<file path="src/design/mvne_pkg.sv">
package mvne_pkg;

  localparam int IdxW     = 12;
  localparam int Depth    = 4096;
  localparam int CoordW   = 20;
  localparam int EdgeW    = CoordW + 1;
  localparam int CrossW   = 2 * EdgeW + 1;
  localparam int AccW     = 24;
  localparam int NormW    = 16;
  localparam int FracBits = 14;
  localparam int SqW      = 62;
  localparam int RootW    = 31;
  localparam int NumW     = 46;
  localparam int QuoW     = 16;
  localparam int MagW     = 30;

  localparam logic [NormW-1:0] NormOne = NormW'(1) << FracBits;

  // command codes on the input word
  localparam logic [1:0] CMD_WRITE = 2'd0;
  localparam logic [1:0] CMD_TRI   = 2'd1;
  localparam logic [1:0] CMD_READ  = 2'd2;
  localparam logic [1:0] CMD_CLEAR = 2'd3;

  typedef enum logic [1:0] {SEL_A, SEL_B, SEL_C, SEL_VI} sel_e;

  typedef enum logic [4:0] {
    OP_NONE, OP_LATCH, OP_WRPOS, OP_CLRACC, OP_SWEEP, OP_LDACC,
    OP_PA, OP_EB, OP_EC, OP_MUL, OP_MAG, OP_SHR, OP_SHL, OP_SQ,
    OP_SQINIT, OP_SQRT, OP_DINIT, OP_DIV, OP_DFIN, OP_AWR, OP_OUT, OP_OUTZ
  } dp_op_e;

  typedef struct packed {
    dp_op_e          op;
    sel_e            sel;
    logic [2:0]      step;
    logic [IdxW-1:0] addr;
  } dp_cmd_t;

  typedef struct packed {
    logic top_zero;
    logic top_hi;
    logic top_lo;
    logic out_busy;
  } dp_sts_t;

endpackage

</file>
<file path="src/design/mvne_ctrl.sv">
module mvne_ctrl (
  input  logic              clk_i,
  input  logic              rst_ni,
  input  logic              in_valid_i,
  input  logic [1:0]        command_i,
  output logic              in_stall_o,
  output mvne_pkg::dp_cmd_t cmd_o,
  input  mvne_pkg::dp_sts_t sts_i
);
  import mvne_pkg::*;

  typedef enum logic [4:0] {
    S_SWEEP, S_IDLE, S_WRPOS, S_CLRA, S_RDA, S_LDACC, S_PA, S_PB, S_PC, S_PE,
    S_MUL, S_MAG, S_NORM, S_SQ, S_SQI, S_SQRT, S_DI, S_DIV, S_DF, S_ARD,
    S_AWR, S_OUT, S_OUTZ
  } state_e;

  state_e          state_q;
  logic [IdxW-1:0] cnt_q;
  logic [1:0]      comp_q;
  logic            rd_q;

  always_ff @(posedge clk_i or negedge rst_ni) begin
    if (!rst_ni) begin
      state_q <= S_SWEEP;
      cnt_q   <= '0;
      comp_q  <= '0;
      rd_q    <= 1'b0;
    end else begin
      unique case (state_q)
        S_SWEEP: begin
          cnt_q <= cnt_q + 1'b1;
          if (cnt_q == '1) state_q <= S_IDLE;
        end
        S_IDLE: begin
          cnt_q  <= '0;
          comp_q <= '0;
          if (in_valid_i) begin
            rd_q <= (command_i == CMD_READ);
            unique case (command_i)
              CMD_WRITE: state_q <= S_WRPOS;
              CMD_TRI:   state_q <= S_PA;
              CMD_READ:  state_q <= S_RDA;
              default:   state_q <= S_CLRA;
            endcase
          end
        end
        S_WRPOS, S_CLRA: state_q <= S_IDLE;
        S_RDA:   state_q <= S_LDACC;
        S_LDACC: state_q <= S_MAG;
        S_PA:    state_q <= S_PB;
        S_PB:    state_q <= S_PC;
        S_PC:    state_q <= S_PE;
        S_PE:    state_q <= S_MUL;
        S_MUL: begin
          cnt_q <= cnt_q + 1'b1;
          if (cnt_q == IdxW'(6)) state_q <= S_MAG;
        end
        S_MAG: state_q <= S_NORM;
        S_NORM: begin
          cnt_q <= '0;
          if (sts_i.top_zero) state_q <= rd_q ? S_OUTZ : S_IDLE;
          else if (!sts_i.top_hi && !sts_i.top_lo) state_q <= S_SQ;
        end
        S_SQ: begin
          cnt_q <= cnt_q + 1'b1;
          if (cnt_q == IdxW'(3)) state_q <= S_SQI;
        end
        S_SQI: begin
          cnt_q   <= '0;
          state_q <= S_SQRT;
        end
        S_SQRT: begin
          cnt_q <= cnt_q + 1'b1;
          if (cnt_q == IdxW'(RootW - 1)) begin
            comp_q  <= '0;
            state_q <= S_DI;
          end
        end
        S_DI: begin
          cnt_q   <= '0;
          state_q <= S_DIV;
        end
        S_DIV: begin
          cnt_q <= cnt_q + 1'b1;
          if (cnt_q == IdxW'(QuoW - 1)) state_q <= S_DF;
        end
        S_DF: begin
          if (comp_q == 2'd2) begin
            comp_q  <= '0;
            state_q <= rd_q ? S_OUT : S_ARD;
          end else begin
            comp_q  <= comp_q + 1'b1;
            state_q <= S_DI;
          end
        end
        S_ARD: state_q <= S_AWR;
        S_AWR: begin
          if (comp_q == 2'd2) state_q <= S_IDLE;
          else begin
            comp_q  <= comp_q + 1'b1;
            state_q <= S_ARD;
          end
        end
        S_OUT, S_OUTZ: if (!sts_i.out_busy) state_q <= S_IDLE;
        default: state_q <= S_IDLE;
      endcase
    end
  end

  assign in_stall_o = (state_q != S_IDLE);

  always_comb begin
    cmd_o      = '0;
    cmd_o.op   = OP_NONE;
    cmd_o.sel  = SEL_VI;
    cmd_o.step = cnt_q[2:0];
    cmd_o.addr = cnt_q;
    unique case (state_q)
      S_SWEEP: cmd_o.op = OP_SWEEP;
      S_IDLE:  cmd_o.op = in_valid_i ? OP_LATCH : OP_NONE;
      S_WRPOS: cmd_o.op = OP_WRPOS;
      S_CLRA:  cmd_o.op = OP_CLRACC;
      S_RDA:   cmd_o.sel = SEL_VI;
      S_LDACC: cmd_o.op = OP_LDACC;
      S_PA:    cmd_o.sel = SEL_A;
      S_PB: begin
        cmd_o.sel = SEL_B;
        cmd_o.op  = OP_PA;
      end
      S_PC: begin
        cmd_o.sel = SEL_C;
        cmd_o.op  = OP_EB;
      end
      S_PE:    cmd_o.op = OP_EC;
      S_MUL:   cmd_o.op = OP_MUL;
      S_MAG:   cmd_o.op = OP_MAG;
      S_NORM: begin
        priority if (sts_i.top_zero) cmd_o.op = OP_NONE;
        else if (sts_i.top_hi)       cmd_o.op = OP_SHR;
        else if (sts_i.top_lo)       cmd_o.op = OP_SHL;
        else                         cmd_o.op = OP_NONE;
      end
      S_SQ:    cmd_o.op = OP_SQ;
      S_SQI:   cmd_o.op = OP_SQINIT;
      S_SQRT:  cmd_o.op = OP_SQRT;
      S_DI: begin
        cmd_o.op   = OP_DINIT;
        cmd_o.step = {1'b0, comp_q};
      end
      S_DIV:   cmd_o.op = OP_DIV;
      S_DF: begin
        cmd_o.op   = OP_DFIN;
        cmd_o.step = {1'b0, comp_q};
      end
      S_ARD:   cmd_o.sel = sel_e'(comp_q);
      S_AWR: begin
        cmd_o.op  = OP_AWR;
        cmd_o.sel = sel_e'(comp_q);
      end
      S_OUT:   cmd_o.op = sts_i.out_busy ? OP_NONE : OP_OUT;
      S_OUTZ:  cmd_o.op = sts_i.out_busy ? OP_NONE : OP_OUTZ;
      default: cmd_o.op = OP_NONE;
    endcase
  end

endmodule

</file>
<file path="config.mk">
export PLATFORM = sky130hd
export DESIGN_NAME = mvne_ctrl
export DESIGN_NICKNAME = d
export VERILOG_FILES = /design/src/design/mvne_pkg.sv /design/src/design/mvne_ctrl.sv
export SDC_FILE = /design/constraint.sdc
export NUM_CORES = 1
export LEC_CHECK = 0
export BUFFER_PORTS_ARGS = -buffer_cell sky130_fd_sc_hd__buf_2
export CAP_MARGIN = 20
export CORE_MARGIN = 3
export CORE_UTILIZATION = 40
export CTS_BUF_LIST = sky130_fd_sc_hd__clkbuf_8
export DETAILED_ROUTE_END_ITERATION = 12
export HOLD_SLACK_MARGIN = 0.08
export PLACE_DENSITY = 0.59
export SETUP_SLACK_MARGIN = 0.5
export SLEW_MARGIN = 20
export SYNTH_ARGS = -nofsm -noshare
export SYNTH_HDL_FRONTEND = slang
export SYNTH_SLANG_ARGS = --single-unit
</file>
<file path="constraint.sdc">
create_clock -name clk_i -period 2.4 [get_ports clk_i]
set_input_delay 0.12 -clock clk_i [delete_from_list [all_inputs] [get_ports clk_i]]
set_output_delay 0.12 -clock clk_i [all_outputs]
set_load 0.1 [all_outputs]
</file>
==> summary.log, run 1 <==
qor: status.outcome completed
qor: grt.grt_pass1_vias 2,283
qor: floorplan.initial_core_util 43.2%
qor: sta.finalCritPeriodShare 89.7%
qor: critical_path.rr_startpoint cnt_q[0]$_DFFE_PN0P_
qor: power_and_ir_drop.total_power 5.81 mW
qor: yosys.synth-seq-area-share 25.4%
qor: drt.drtAntennaViolNets 0
qor: placement.gpl.final_weighted_congestion 0.914
qor: yosys.asyncSetResetFlopFracSynth 100%
qor: sta.worst_hold_slack 226 ps
qor: final_layout.antennaDiodeCount 0
qor: clock_network.cts.sink_count 20
qor: worst_hold_path.min_path_cells 3
qor: floorplan.die_area 5810 um2
qor: power_and_ir_drop.p_leak 1.56 nW
qor: floorplan.boundaryPins 32
qor: sta.report.final.setup_viol 0
qor: yosys.number_of_distinct_library_cells_after_synthesis 64
qor: yosys.synth_top_flop_cell dfrtp_1
qor: yosys.synth-edff-count 0
qor: clock_network.root_buffer clkbuf_8
qor: grt.use_met2 38.7%
qor: clock_network.numCtsBuffers 3
qor: final_layout.area.sequential 544 um2
qor: clock_network.cts_htree_levels 1
qor: critical_path.critical_path_peak_fanout 4
qor: sta.grt_setup_unrepaired true
qor: final_layout.flow.area_growth_from_synthesis 82.9%
qor: critical_path.r2r_end state_q[0]$_DFFE_PN0P_
qor: grt.grtUsageTotal 24.0%
qor: critical_path.worstSetupStartpointType flip-flop
qor: critical_path.reg2reg_slack 250 ps
qor: grt.groute.layer.met1.usage 32.9%
qor: clock_network.clk_latency 260 ps
qor: yosys.yosys_warnings 0
qor: critical_path.cp-end-kind flip-flop
qor: sta.layout_setup_ws 248 ps
qor: clock_network.clock_path_buffers 2
qor: critical_path.timing.critical_path.arrival 2300 ps
qor: sta.timing.setup.tns 0 ps
qor: job.max_cap_violations 0
qor: drt.vias 2,520
qor: sta.least_margin_pin_slew 499 ps
qor: worst_hold_path.min_to rd_q$_DFFE_PN0P_
qor: grt.grt_max_degree 21
qor: sta.max_freq 465 MHz
qor: floorplan.die_h 76.2 um
qor: sta.hold_violations 0
qor: drt.vias_per_cell 6.12
qor: worst_hold_path.hold_path_class in2reg
qor: drt.drc_errors 0
qor: final_layout.layout-drive-gt1-share 59.9%
qor: critical_path.rr_worst_depth 7
qor: clock_network.cts_tree yes
qor: final_layout.fill_cells 282
qor: critical_path.critPathKind reg2reg
qor: grt.met3_use_gr 4.61%
qor: drt.violation_count_after_the_first_detailed_routing_iteration 280
qor: worst_hold_path.min-delay-start in_valid_i
qor: yosys.mappedNetlistArea 1970 um2
qor: power_and_ir_drop.peakVddDrop 0.00116 V
qor: clock_network.worst_setup_hold_path_clk_slew 80 ps
qor: final_layout.footprint_of_the_multi_input_gates 1830 um2
qor: sta.minimum_period_implied_by_the_final_worst_setup_slack 2150 ps
qor: yosys.postSynthNetCount 262
qor: grt.antenna_found_initial 0
qor: floorplan.core_area 4560 um2
qor: power_and_ir_drop.power.density_cell_area 1610 nW/um2
qor: drt.postRouteWirelength 8320 um
qor: floorplan.std_cell_rows 24
qor: sta.relative_slew_margins 67.0%
qor: sta.report.final.slew_viol_count 0
qor: placement.post-dp-hpwl 4390 um
qor: critical_path.timing.critical_path.required 2540 ps
qor: drt.avgRoutedWirePerCell 20.2 um
qor: grt.first_pass_grt_wire_length 11,500 um
qor: final_layout.nets 364
qor: yosys.synth_area_per_cell 8.02 um2
qor: sta.fin_clk_skew 8.60 ps
qor: placement.port_buffers 31
qor: floorplan.fp.dieW 76.2 um
qor: grt.peak_usage_layer_in_the_global_routing_report met2
qor: yosys.synth_cells 246
qor: grt.global_route_congestion_overflow_total 0
qor: drt.firstDrtPassIters 5
qor: yosys.synth_seq_cells 20
qor: placement.pre_cts_ws 201 ps
-- kinds of logic (layout without fill, tap and decap cells) --
kind of cell               Yosys count  in the layout  synth area share (%)
adders and majority gates            7              7                  4.44
DFF                                 20             20                  25.4
and+or+nand+nor                     97             97                  27.6
AOI/OAI and AO/OA                   79             79                  28.3
xor gates and xnor gates             4              4                  1.78
buffers and inverters               27            128                  5.90
muxes                               12             12                  6.53
-- report_power, final --
group / switching (mW) / internal, mW
Sequential: 0.161 / 0.443
Combinational: 2.80 / 2.15
Clock: 0.114 / 0.146
Total: 3.07 / 2.74
-- final cells by class --
cell class                 count  share of cell area (%)
tap                           65                    2.25
timing repair buffer         113                    29.0
sequential                    20                    15.1
inverter                      11                    1.39
clock buffer                   4                    1.53
multi-input combinational    199                    50.8
-- critical path, stage by stage, from the launching register on --
cell	delay [ps]
dfrtp_4	510
inv_4	70
ha_4	130
nor4b_4	200
a311o_1	300
o2111ai_4	180
nor3_4	310
mux2_4	330
-- per-stage QoR --
stage / std cells / instance area (um2) / util (%)
floorplan: 246 / 2150 / -
global placement: 342 / 2560 / 56.1
detailed placement: 342 / 2560 / 56.1
CTS: 384 / 3110 / 68.2
global route: 412 / 3610 / 79.1
finish: 412 / 3610 / 79.1
-- state kept, by name, indices dropped and copies added, names as in the netlist --
signal   cells
rd_q         1
cnt_q       12
comp_q       2
state_q      5
-- synthesized netlist by cell type (all sizes together) (3+ instances only) --
master  number  share of area, %
nand2       22               4.2
dfrtp       20                25
o21ai       16               4.1
a21oi       15               3.8
nor2        15               2.9
buf         12               3.0
inv         11               2.1
nor2b       11               3.5
nor3         9               3.6
mux2i        8               4.1
ha           7               4.4
nand2b       7               2.2
nand3        7               1.8
nand4        6               1.9
a21o         5               1.9
a32oi        4               1.8
and3         4               1.3
clkbuf       4              0.76
mux2         4               2.5
nor4         4               1.3
a221oi       3               1.3
a22oi        3               1.1
a31oi        3              0.95
o22ai        3              0.95
or4          3               1.3
-- placed cells by master, fill, tap and decap left out, types with 4 or more instances in the layout --
| master | count |
|---|---|
| a21o_1 | 5 |
| a21oi_1 | 8 |
| a21oi_2 | 7 |
| and3_1 | 4 |
| buf_12 | 11 |
| buf_2 | 20 |
| buf_4 | 58 |
| buf_6 | 20 |
| clkbuf_8 | 4 |
| dfrtp_2 | 8 |
| dfrtp_4 | 9 |
| ha_1 | 6 |
| inv_1 | 7 |
| mux2i_1 | 8 |
| nand2_1 | 21 |
| nand3_1 | 5 |
| nand4_1 | 6 |
| nor2_1 | 9 |
| nor2_2 | 4 |
| nor2b_4 | 6 |
| nor3_4 | 5 |
| o21ai_0 | 9 |
-- per-layer routing --
metal  vias up  wire length, um
li1       1128                -
met1      1225             3480
met2       133             3940
met3        34              603
met4         0              299
met5         -                0
-- how the worst max path moves through the flow --
stage | start | end | slack, ps
after floorplan | cnt_q[6]$_DFFE_PN0P_ | state_q[0]$_DFFE_PN0P_ | 180
after global placement | state_q[4]$_DFFE_PN0P_ | cnt_q[11]$_DFFE_PN0P_ | 170
after detailed placement | state_q[4]$_DFFE_PN0P_ | cnt_q[11]$_DFFE_PN0P_ | 200
after CTS | cnt_q[7]$_DFFE_PN0P_ | state_q[0]$_DFFE_PN0P_ | 290
after global routing | cnt_q[0]$_DFFE_PN0P_ | state_q[0]$_DFFE_PN0P_ | 160
final | cnt_q[0]$_DFFE_PN0P_ | state_q[0]$_DFFE_PN0P_ | 250
-- what timing repair did --
item | in CTS | in global routing
gates resized for setup | 41 | 63
pin swaps | 14 | 26
setup endpoints to repair | 24 | 25
cloned | 1 | 0
buffers inserted | 36 | 28
hold buffers | 1 | 0
endpoints found under the hold margin | 20 | 0
No activity file was read; power rests on OpenSTA's default activity.
==> run 2: changes to the inputs <==
Settings changed: PLACE_DENSITY 0.59 to 0.58.
==> run 2 against run 1 <==
Compared with the run above:
- global-route usage down 1.8 points
- final area down 5.9%
- cell count down 2.4%
- clock skew down 4.5 ps
- maximum frequency up 1.3%
- utilization down 4.7 points
- sequential share of layout area up 0.95 points
- flip-flop and latch count unchanged
- register-to-register slack better by 30 ps
- hold slack worse by 7.4 ps
- die area unchanged
- critical path type unchanged
- largest cell class unchanged
- largest power group unchanged
==> summary.log, run 2 (synthesis results as in run 1) <==
qor: placement.post_dp_cell_area 2570 um2
qor: floorplan.initial_core_util 43.2%
qor: drt.vias 2,456
qor: power_and_ir_drop.p_leak 1.46 nW
qor: sta.hold_violations 0
qor: sta.least_margin_pin_slew 481 ps
qor: clock_network.clk_latency 270 ps
qor: critical_path.critPathSlowestCell dfrtp_4
qor: clock_network.numCtsBuffers 3
qor: critical_path.cp-end-kind flip-flop
qor: final_layout.flow.area_growth_from_synthesis 72.1%
qor: sta.fin_clk_skew 4.09 ps
qor: placement.post-dp-hpwl 4340 um
qor: drt.drtAntennaViolNets 0
qor: grt.grt_max_degree 21
qor: critical_path.rr_worst_depth 5
qor: final_layout.footprint_of_the_multi_input_gates 1750 um2
qor: critical_path.worstSetupStartpointType flip-flop
qor: critical_path.critical_path_buf_inv_count 0
qor: placement.port_buffers 31
qor: job.max_cap_violations 0
qor: grt.global_route_congestion_overflow_total 0
qor: critical_path.critical-path-top-delay-family simple AND/OR/NAND/NOR gates
qor: power_and_ir_drop.power.density_cell_area 1580 nW/um2
qor: drt.firstDrtPassIters 5
qor: clock_network.cts_tree yes
qor: floorplan.std_cell_rows 24
qor: floorplan.fp.dieW 76.2 um
qor: critical_path.rr_startpoint cnt_q[8]$_DFFE_PN0P_
qor: final_layout.fill_cells 312
qor: power_and_ir_drop.internal-power 2.46 mW
qor: final_layout.final_cell_count_no_fill 402
qor: drt.drc_errors 0
qor: critical_path.timing.critical_path.required 2560 ps
qor: sta.timing.setup.tns 0 ps
qor: floorplan.core_area 4560 um2
qor: power_and_ir_drop.power.share.combinational 84.2%
qor: final_layout.max_ffs_per_register 12
qor: worst_hold_path.min-delay-start in_valid_i
qor: drt.postRouteWirelength 7540 um
qor: sta.minimum_period_implied_by_the_final_worst_setup_slack 2120 ps
qor: final_layout.most_used_cells_in_the_layout_excluding_fill_and_tap_cells 56 x buf_4, 22 x nand2_1, 21 x buf_2
qor: worst_hold_path.min_to rd_q$_DFFE_PN0P_
qor: final_layout.post-route-cell-area 3400 um2
qor: critical_path.timing.critical_path.cells nor4_1 -> a311o_1 -> o2111ai_4 -> nor3_4 -> mux2_4
qor: grt.first_pass_grt_wire_length 10,700 um
qor: final_layout.regMostFlops cnt_q
qor: grt.antenna_found_initial 0
qor: final_layout.nets 354
qor: critical_path.critical_path_peak_fanout 4
qor: floorplan.die_h 76.2 um
qor: critical_path.r2r_end state_q[0]$_DFFE_PN0P_
qor: clock_network.root_buffer clkbuf_8
qor: final_layout.antennaDiodeCount 0
qor: status.outcome completed
qor: final_layout.layout-drive-gt1-share 53.7%
qor: drt.avgRoutedWirePerCell 18.8 um
qor: critical_path.critPathKind reg2reg
qor: sta.report.final.slew_viol_count 0
qor: placement.placed_cells 343
qor: clock_network.clock_path_buffers 2
qor: power_and_ir_drop.p_sw_share 54.1%
qor: final_layout.layout_top_registers cnt_q x12, state_q x5, comp_q x2
qor: sta.grt_setup_unrepaired true
qor: sta.report.final.setup_viol 0
qor: drt.vias_per_cell 6.11
qor: clock_network.cts_htree_levels 1
qor: final_layout.area.sequential 544 um2
qor: sta.finalCritPeriodShare 88.5%
qor: worst_hold_path.hold_path_class in2reg
qor: final_layout.most_common_cell_after_layout_fill_and_taps_aside buf_4
qor: drt.violation_count_after_the_first_detailed_routing_iteration 325
qor: floorplan.boundaryPins 32
qor: sta.worst_hold_slack 218 ps
qor: sta.relative_slew_margins 67.9%
qor: sta.max_freq 471 MHz
qor: power_and_ir_drop.seq_power_share 11.4%
qor: grt.grt_pass1_vias 2,083
qor: worst_hold_path.min_path_cells 3
qor: power_and_ir_drop.peakVddDrop 0.000950 V
qor: floorplan.die_area 5810 um2
qor: clock_network.worst_setup_hold_path_clk_slew 80 ps
qor: critical_path.max_stage_delay 490 ps
qor: power_and_ir_drop.power_switching 2.91 mW
qor: critical_path.reg2reg_slack 280 ps
qor: power_and_ir_drop.power_frac_clock 4.4%
qor: placement.gpl.final_weighted_congestion 0.965
qor: critical_path.timing.critical_path.arrival 2280 ps
qor: clock_network.cts.sink_count 20
qor: grt.grtUsageTotal 22.2%
## run 2: cell count changes in the layout (fill, tap and decap cells not counted), sizes merged
cell,delta
inv,+1
bufbuf,-1
buf,-10
## run 2: tightest hold or removal path, cell delays in order
cell     delay, ps
buf_2          130
nand2_1         60
mux2_2         140
## run 2: per-layer routing
metal  up-vias  GRT usage (%)  part of all wire (%)
met2       146           34.7                    46
met4         0           5.25                   2.5
li1       1108              -                     -
met1      1171           32.1                    43
met3        31           3.31                   8.8
met5         -              0                     0
## run 2: repair_timing
| action | in CTS | in global routing |
|---|---|---|
| endpoints found under the setup margin | 21 | 18 |
| hold endpoints to repair | 20 | 0 |
| setup buffers | 23 | 30 |
| resized for setup | 23 | 56 |
| pin swaps | 6 | 20 |
| hold buffers | 1 | 0 |
| cloned | 0 | 1 |
## run 2: worst max path at each step
| stage | startpoint | to | slack (ps) | cells after the start |
|---|---|---|---|---|
| 4_1_cts | cnt_q[5]$_DFFE_PN0P_ | state_q[0]$_DFFE_PN0P_ | 300 | 5 |
| 3_5_place_dp | state_q[3]$_DFFE_PN0P_ | state_q[0]$_DFFE_PN0P_ | 210 | 5 |
| 2_1_floorplan | cnt_q[6]$_DFFE_PN0P_ | state_q[0]$_DFFE_PN0P_ | 180 | 6 |
| 6_report | cnt_q[8]$_DFFE_PN0P_ | state_q[0]$_DFFE_PN0P_ | 280 | 5 |
| 5_1_grt | cnt_q[8]$_DFFE_PN0P_ | state_q[0]$_DFFE_PN0P_ | 180 | 5 |
| 3_3_place_gp | state_q[3]$_DFFE_PN0P_ | state_q[0]$_DFFE_PN0P_ | 250 | 5 |
## run 2: final cells by class
class	instances	share of cell area, %
multi-input cells	199	51.4
repair buffers	103	27.4
flip-flops and latches	20	16.0
well taps	65	2.39
inverters	11	1.47
clock buffers	3	1.22
clock inverters	1	0.111
## run 2: power by group through the flow
stage | Combinational, mW | Sequential (mW) | Clock, mW
floorplan | 2.30 | 0.732 | 0
detailed placement | 3.30 | 0.674 | 0
CTS | 3.69 | 0.602 | 0.241
global placement | 3.32 | 0.673 | 0
finish | 4.52 | 0.613 | 0.237
global route | 4.72 | 0.622 | 0.254
## run 2: metrics by stage
stage	util, %	worst slack (ps)	total power, mW
after global placement	56.2	253	3.99
after detailed placement	56.2	213	3.97
after floorplan	-	175	3.04
after CTS	63.0	302	4.53
after global routing	74.4	180	5.60
final	74.4	276	5.37
==> run 3: changes to the inputs <==
Settings changed: RECOVER_POWER set to 25.
==> run 3 against run 2 <==
Compared with the run above:
- register-to-register slack about the same
- maximum frequency stayed put
- utilization about the same
- count of clock-buffer cells in the layout unchanged
- cell count unchanged
- clock skew unchanged
- flip-flop and latch count did not move
- routed wire length hardly changed
- hold slack unchanged
==> summary.log, run 3 (synthesis results as in run 1) <==
qor: status.outcome completed
qor: placement.pre_cts_ws 213 ps
qor: floorplan.core_area 4560 um2
qor: sta.least_margin_pin_slew 1150 ps
qor: final_layout.most_common_cell_after_layout_fill_and_taps_aside buf_4
qor: critical_path.timing.critical_path.arrival 2280 ps
qor: final_layout.regMostFlops cnt_q
qor: final_layout.layout-drive-gt1-share 53.4%
qor: final_layout.most_used_cells_in_the_layout_excluding_fill_and_tap_cells 56 x buf_4, 22 x nand2_1, 20 x buf_2
qor: placement.post-dp-hpwl 4340 um
qor: critical_path.worstSetupStartpointType flip-flop
qor: critical_path.r2r_end state_q[0]$_DFFE_PN0P_
qor: power_and_ir_drop.internal-power 2.46 mW
qor: drt.met2_length 3470 um
qor: final_layout.flow.area_growth_from_synthesis 72.0%
qor: drt.met1_length 3210 um
qor: drt.postRouteWirelength 7540 um
qor: clock_network.clk_latency 270 ps
qor: power_and_ir_drop.power.density_cell_area 1580 nW/um2
qor: drt.vias_per_cell 6.11
qor: drt.drc_errors 0
qor: sta.minimum_period_implied_by_the_final_worst_setup_slack 2120 ps
qor: floorplan.boundaryPins 32
qor: final_layout.max_ffs_per_register 12
qor: grt.grt_max_degree 21
qor: drt.route.top_layer_used met4
qor: drt.drtAntennaViolNets 0
qor: critical_path.number_of_stages_on_the_worst_setup_path 5
qor: critical_path.rr_startpoint cnt_q[8]$_DFFE_PN0P_
qor: final_layout.antennaDiodeCount 0
qor: power_and_ir_drop.peakVddDrop 0.000950 V
qor: critical_path.critical_path_buf_inv_count 0
qor: clock_network.worst_setup_hold_path_clk_slew 80 ps
qor: floorplan.die_h 76.2 um
qor: power_and_ir_drop.power.share.combinational 84.2%
qor: drt.firstDrtPassIters 5
qor: critical_path.timing.critical_path.required 2560 ps
qor: sta.timing.setup.tns 0 ps
qor: drt.violation_count_after_the_first_detailed_routing_iteration 325
qor: final_layout.layout_top_registers cnt_q x12, state_q x5, comp_q x2
qor: clock_network.cts_tree yes
qor: critical_path.critical-path-top-delay-family simple AND/OR/NAND/NOR gates
qor: clock_network.cts_htree_levels 1
qor: floorplan.fp.dieW 76.2 um
qor: final_layout.footprint_of_the_multi_input_gates 1750 um2
qor: floorplan.initial_core_util 43.2%
qor: critical_path.rr_worst_depth 5
qor: sta.hold_violations 0
qor: critical_path.critPathKind reg2reg
qor: critical_path.max_stage_delay 490 ps
qor: sta.grt_setup_unrepaired true
qor: grt.grt_pass1_vias 2,083
qor: power_and_ir_drop.power_switching 2.91 mW
qor: critical_path.cp-end-kind flip-flop
qor: sta.finalCritPeriodShare 88.5%
qor: worst_hold_path.hold_path_class in2reg
qor: grt.global_route_congestion_overflow_total 0
qor: critical_path.cp-endpoint state_q[0]$_DFFE_PN0P_
qor: final_layout.fill_cells 313
qor: sta.relative_slew_margins 23.1%
qor: floorplan.std_cell_rows 24
qor: critical_path.critical_path_peak_fanout 4
qor: placement.gpl.final_weighted_congestion 0.965
qor: sta.layout_setup_ws 276 ps
qor: clock_network.root_buffer clkbuf_8
qor: grt.antenna_found_initial 0
qor: final_layout.nets 354
qor: clock_network.cts.sink_count 20
qor: floorplan.die_area 5810 um2
qor: final_layout.final_cell_count_no_fill 402
qor: sta.report.final.slew_viol_count 0
qor: final_layout.area.sequential 544 um2
qor: worst_hold_path.min-delay-start in_valid_i
qor: critical_path.timing.critical_path.cells nor4_1 -> a311o_1 -> o2111ai_4 -> nor3_4 -> mux2_4
qor: drt.vias 2,456
qor: placement.port_buffers 31
qor: clock_network.clock_path_buffers 2
qor: critical_path.cp-startpoint cnt_q[8]$_DFFE_PN0P_
qor: power_and_ir_drop.seq_power_share 11.4%
qor: drt.route.met3.wl 662 um
qor: job.max_cap_violations 0
qor: critical_path.critPathSlowestCell dfrtp_4
qor: power_and_ir_drop.p_leak 1.45 nW
qor: sta.report.final.setup_viol 0
qor: sta.max_freq 471 MHz
qor: power_and_ir_drop.p_sw_share 54.1%
qor: clock_network.numCtsBuffers 3
qor: grt.grtUsageTotal 22.2%
qor: critical_path.reg2reg_slack 280 ps
qor: power_and_ir_drop.power_frac_clock 4.4%
qor: drt.avgRoutedWirePerCell 18.8 um
qor: grt.first_pass_grt_wire_length 10,700 um
qor: placement.placed_cells 343
qor: sta.fin_clk_skew 4.09 ps
-- run 3: worst min path at each step --
stage,endpoint,slack [ps],cells after the start
2_1_floorplan,cnt_q[10]$_DFFE_PN0P_,-180,0
3_3_place_gp,cnt_q[2]$_DFFE_PN0P_,90,1
3_5_place_dp,cnt_q[2]$_DFFE_PN0P_,100,1
4_1_cts,rd_q$_DFFE_PN0P_,200,3
5_1_grt,rd_q$_DFFE_PN0P_,230,3
6_report,rd_q$_DFFE_PN0P_,220,3
-- run 3: what timing repair did --
item,4_1_cts,5_1_grt
setup buffers,23,30
hold buffers,1,0
gates cloned,0,1
setup endpoints to repair,21,18
endpoints found under the hold margin,20,0
gates resized for setup,23,56
pin swaps,6,20
-- run 3: through the flow --
stage / utilization [%] / power (mW) / hold slack (ps) / area, um2
finish: 74.4 / 5.37 / 218 / 3390
global route: 74.4 / 5.59 / 231 / 3390
CTS: 63.0 / 4.53 / 205 / 2880
detailed placement: 56.2 / 3.97 / 101 / 2570
global placement: 56.2 / 3.99 / 92.5 / 2570
floorplan: - / 3.04 / -176 / 2150
-- run 3: power groups by stage --
stage | Sequential, mW | Clock [mW] | Combinational (mW)
2_1_floorplan | 0.732 | 0 | 2.30
3_3_place_gp | 0.673 | 0 | 3.32
3_5_place_dp | 0.674 | 0 | 3.30
4_1_cts | 0.602 | 0.241 | 3.69
5_1_grt | 0.622 | 0.254 | 4.72
6_report | 0.613 | 0.237 | 4.52
-- run 3: per-layer routing --
metal  vias to the layer above  GRT usage, %
met5                         -             0
met4                         0          5.25
met3                        31          3.31
met2                       146          34.7
met1                      1171          32.1
li1                       1108             -
-- run 3: area by class of cell --
type	instances	share of cell area, %
Clock inverter	1	0.111
Tap cell	65	2.40
Clock buffer	3	1.22
Multi-Input combinational cell	199	51.4
Sequential cell	20	16.0
Timing Repair Buffer	103	27.3
Inverter	11	1.47
-- run 3: worst min-delay path: cells and delay by family --
kind | cells | cell delay [ps]
simple gates | 1 | 60
mux | 1 | 140
buf+inv | 1 | 130
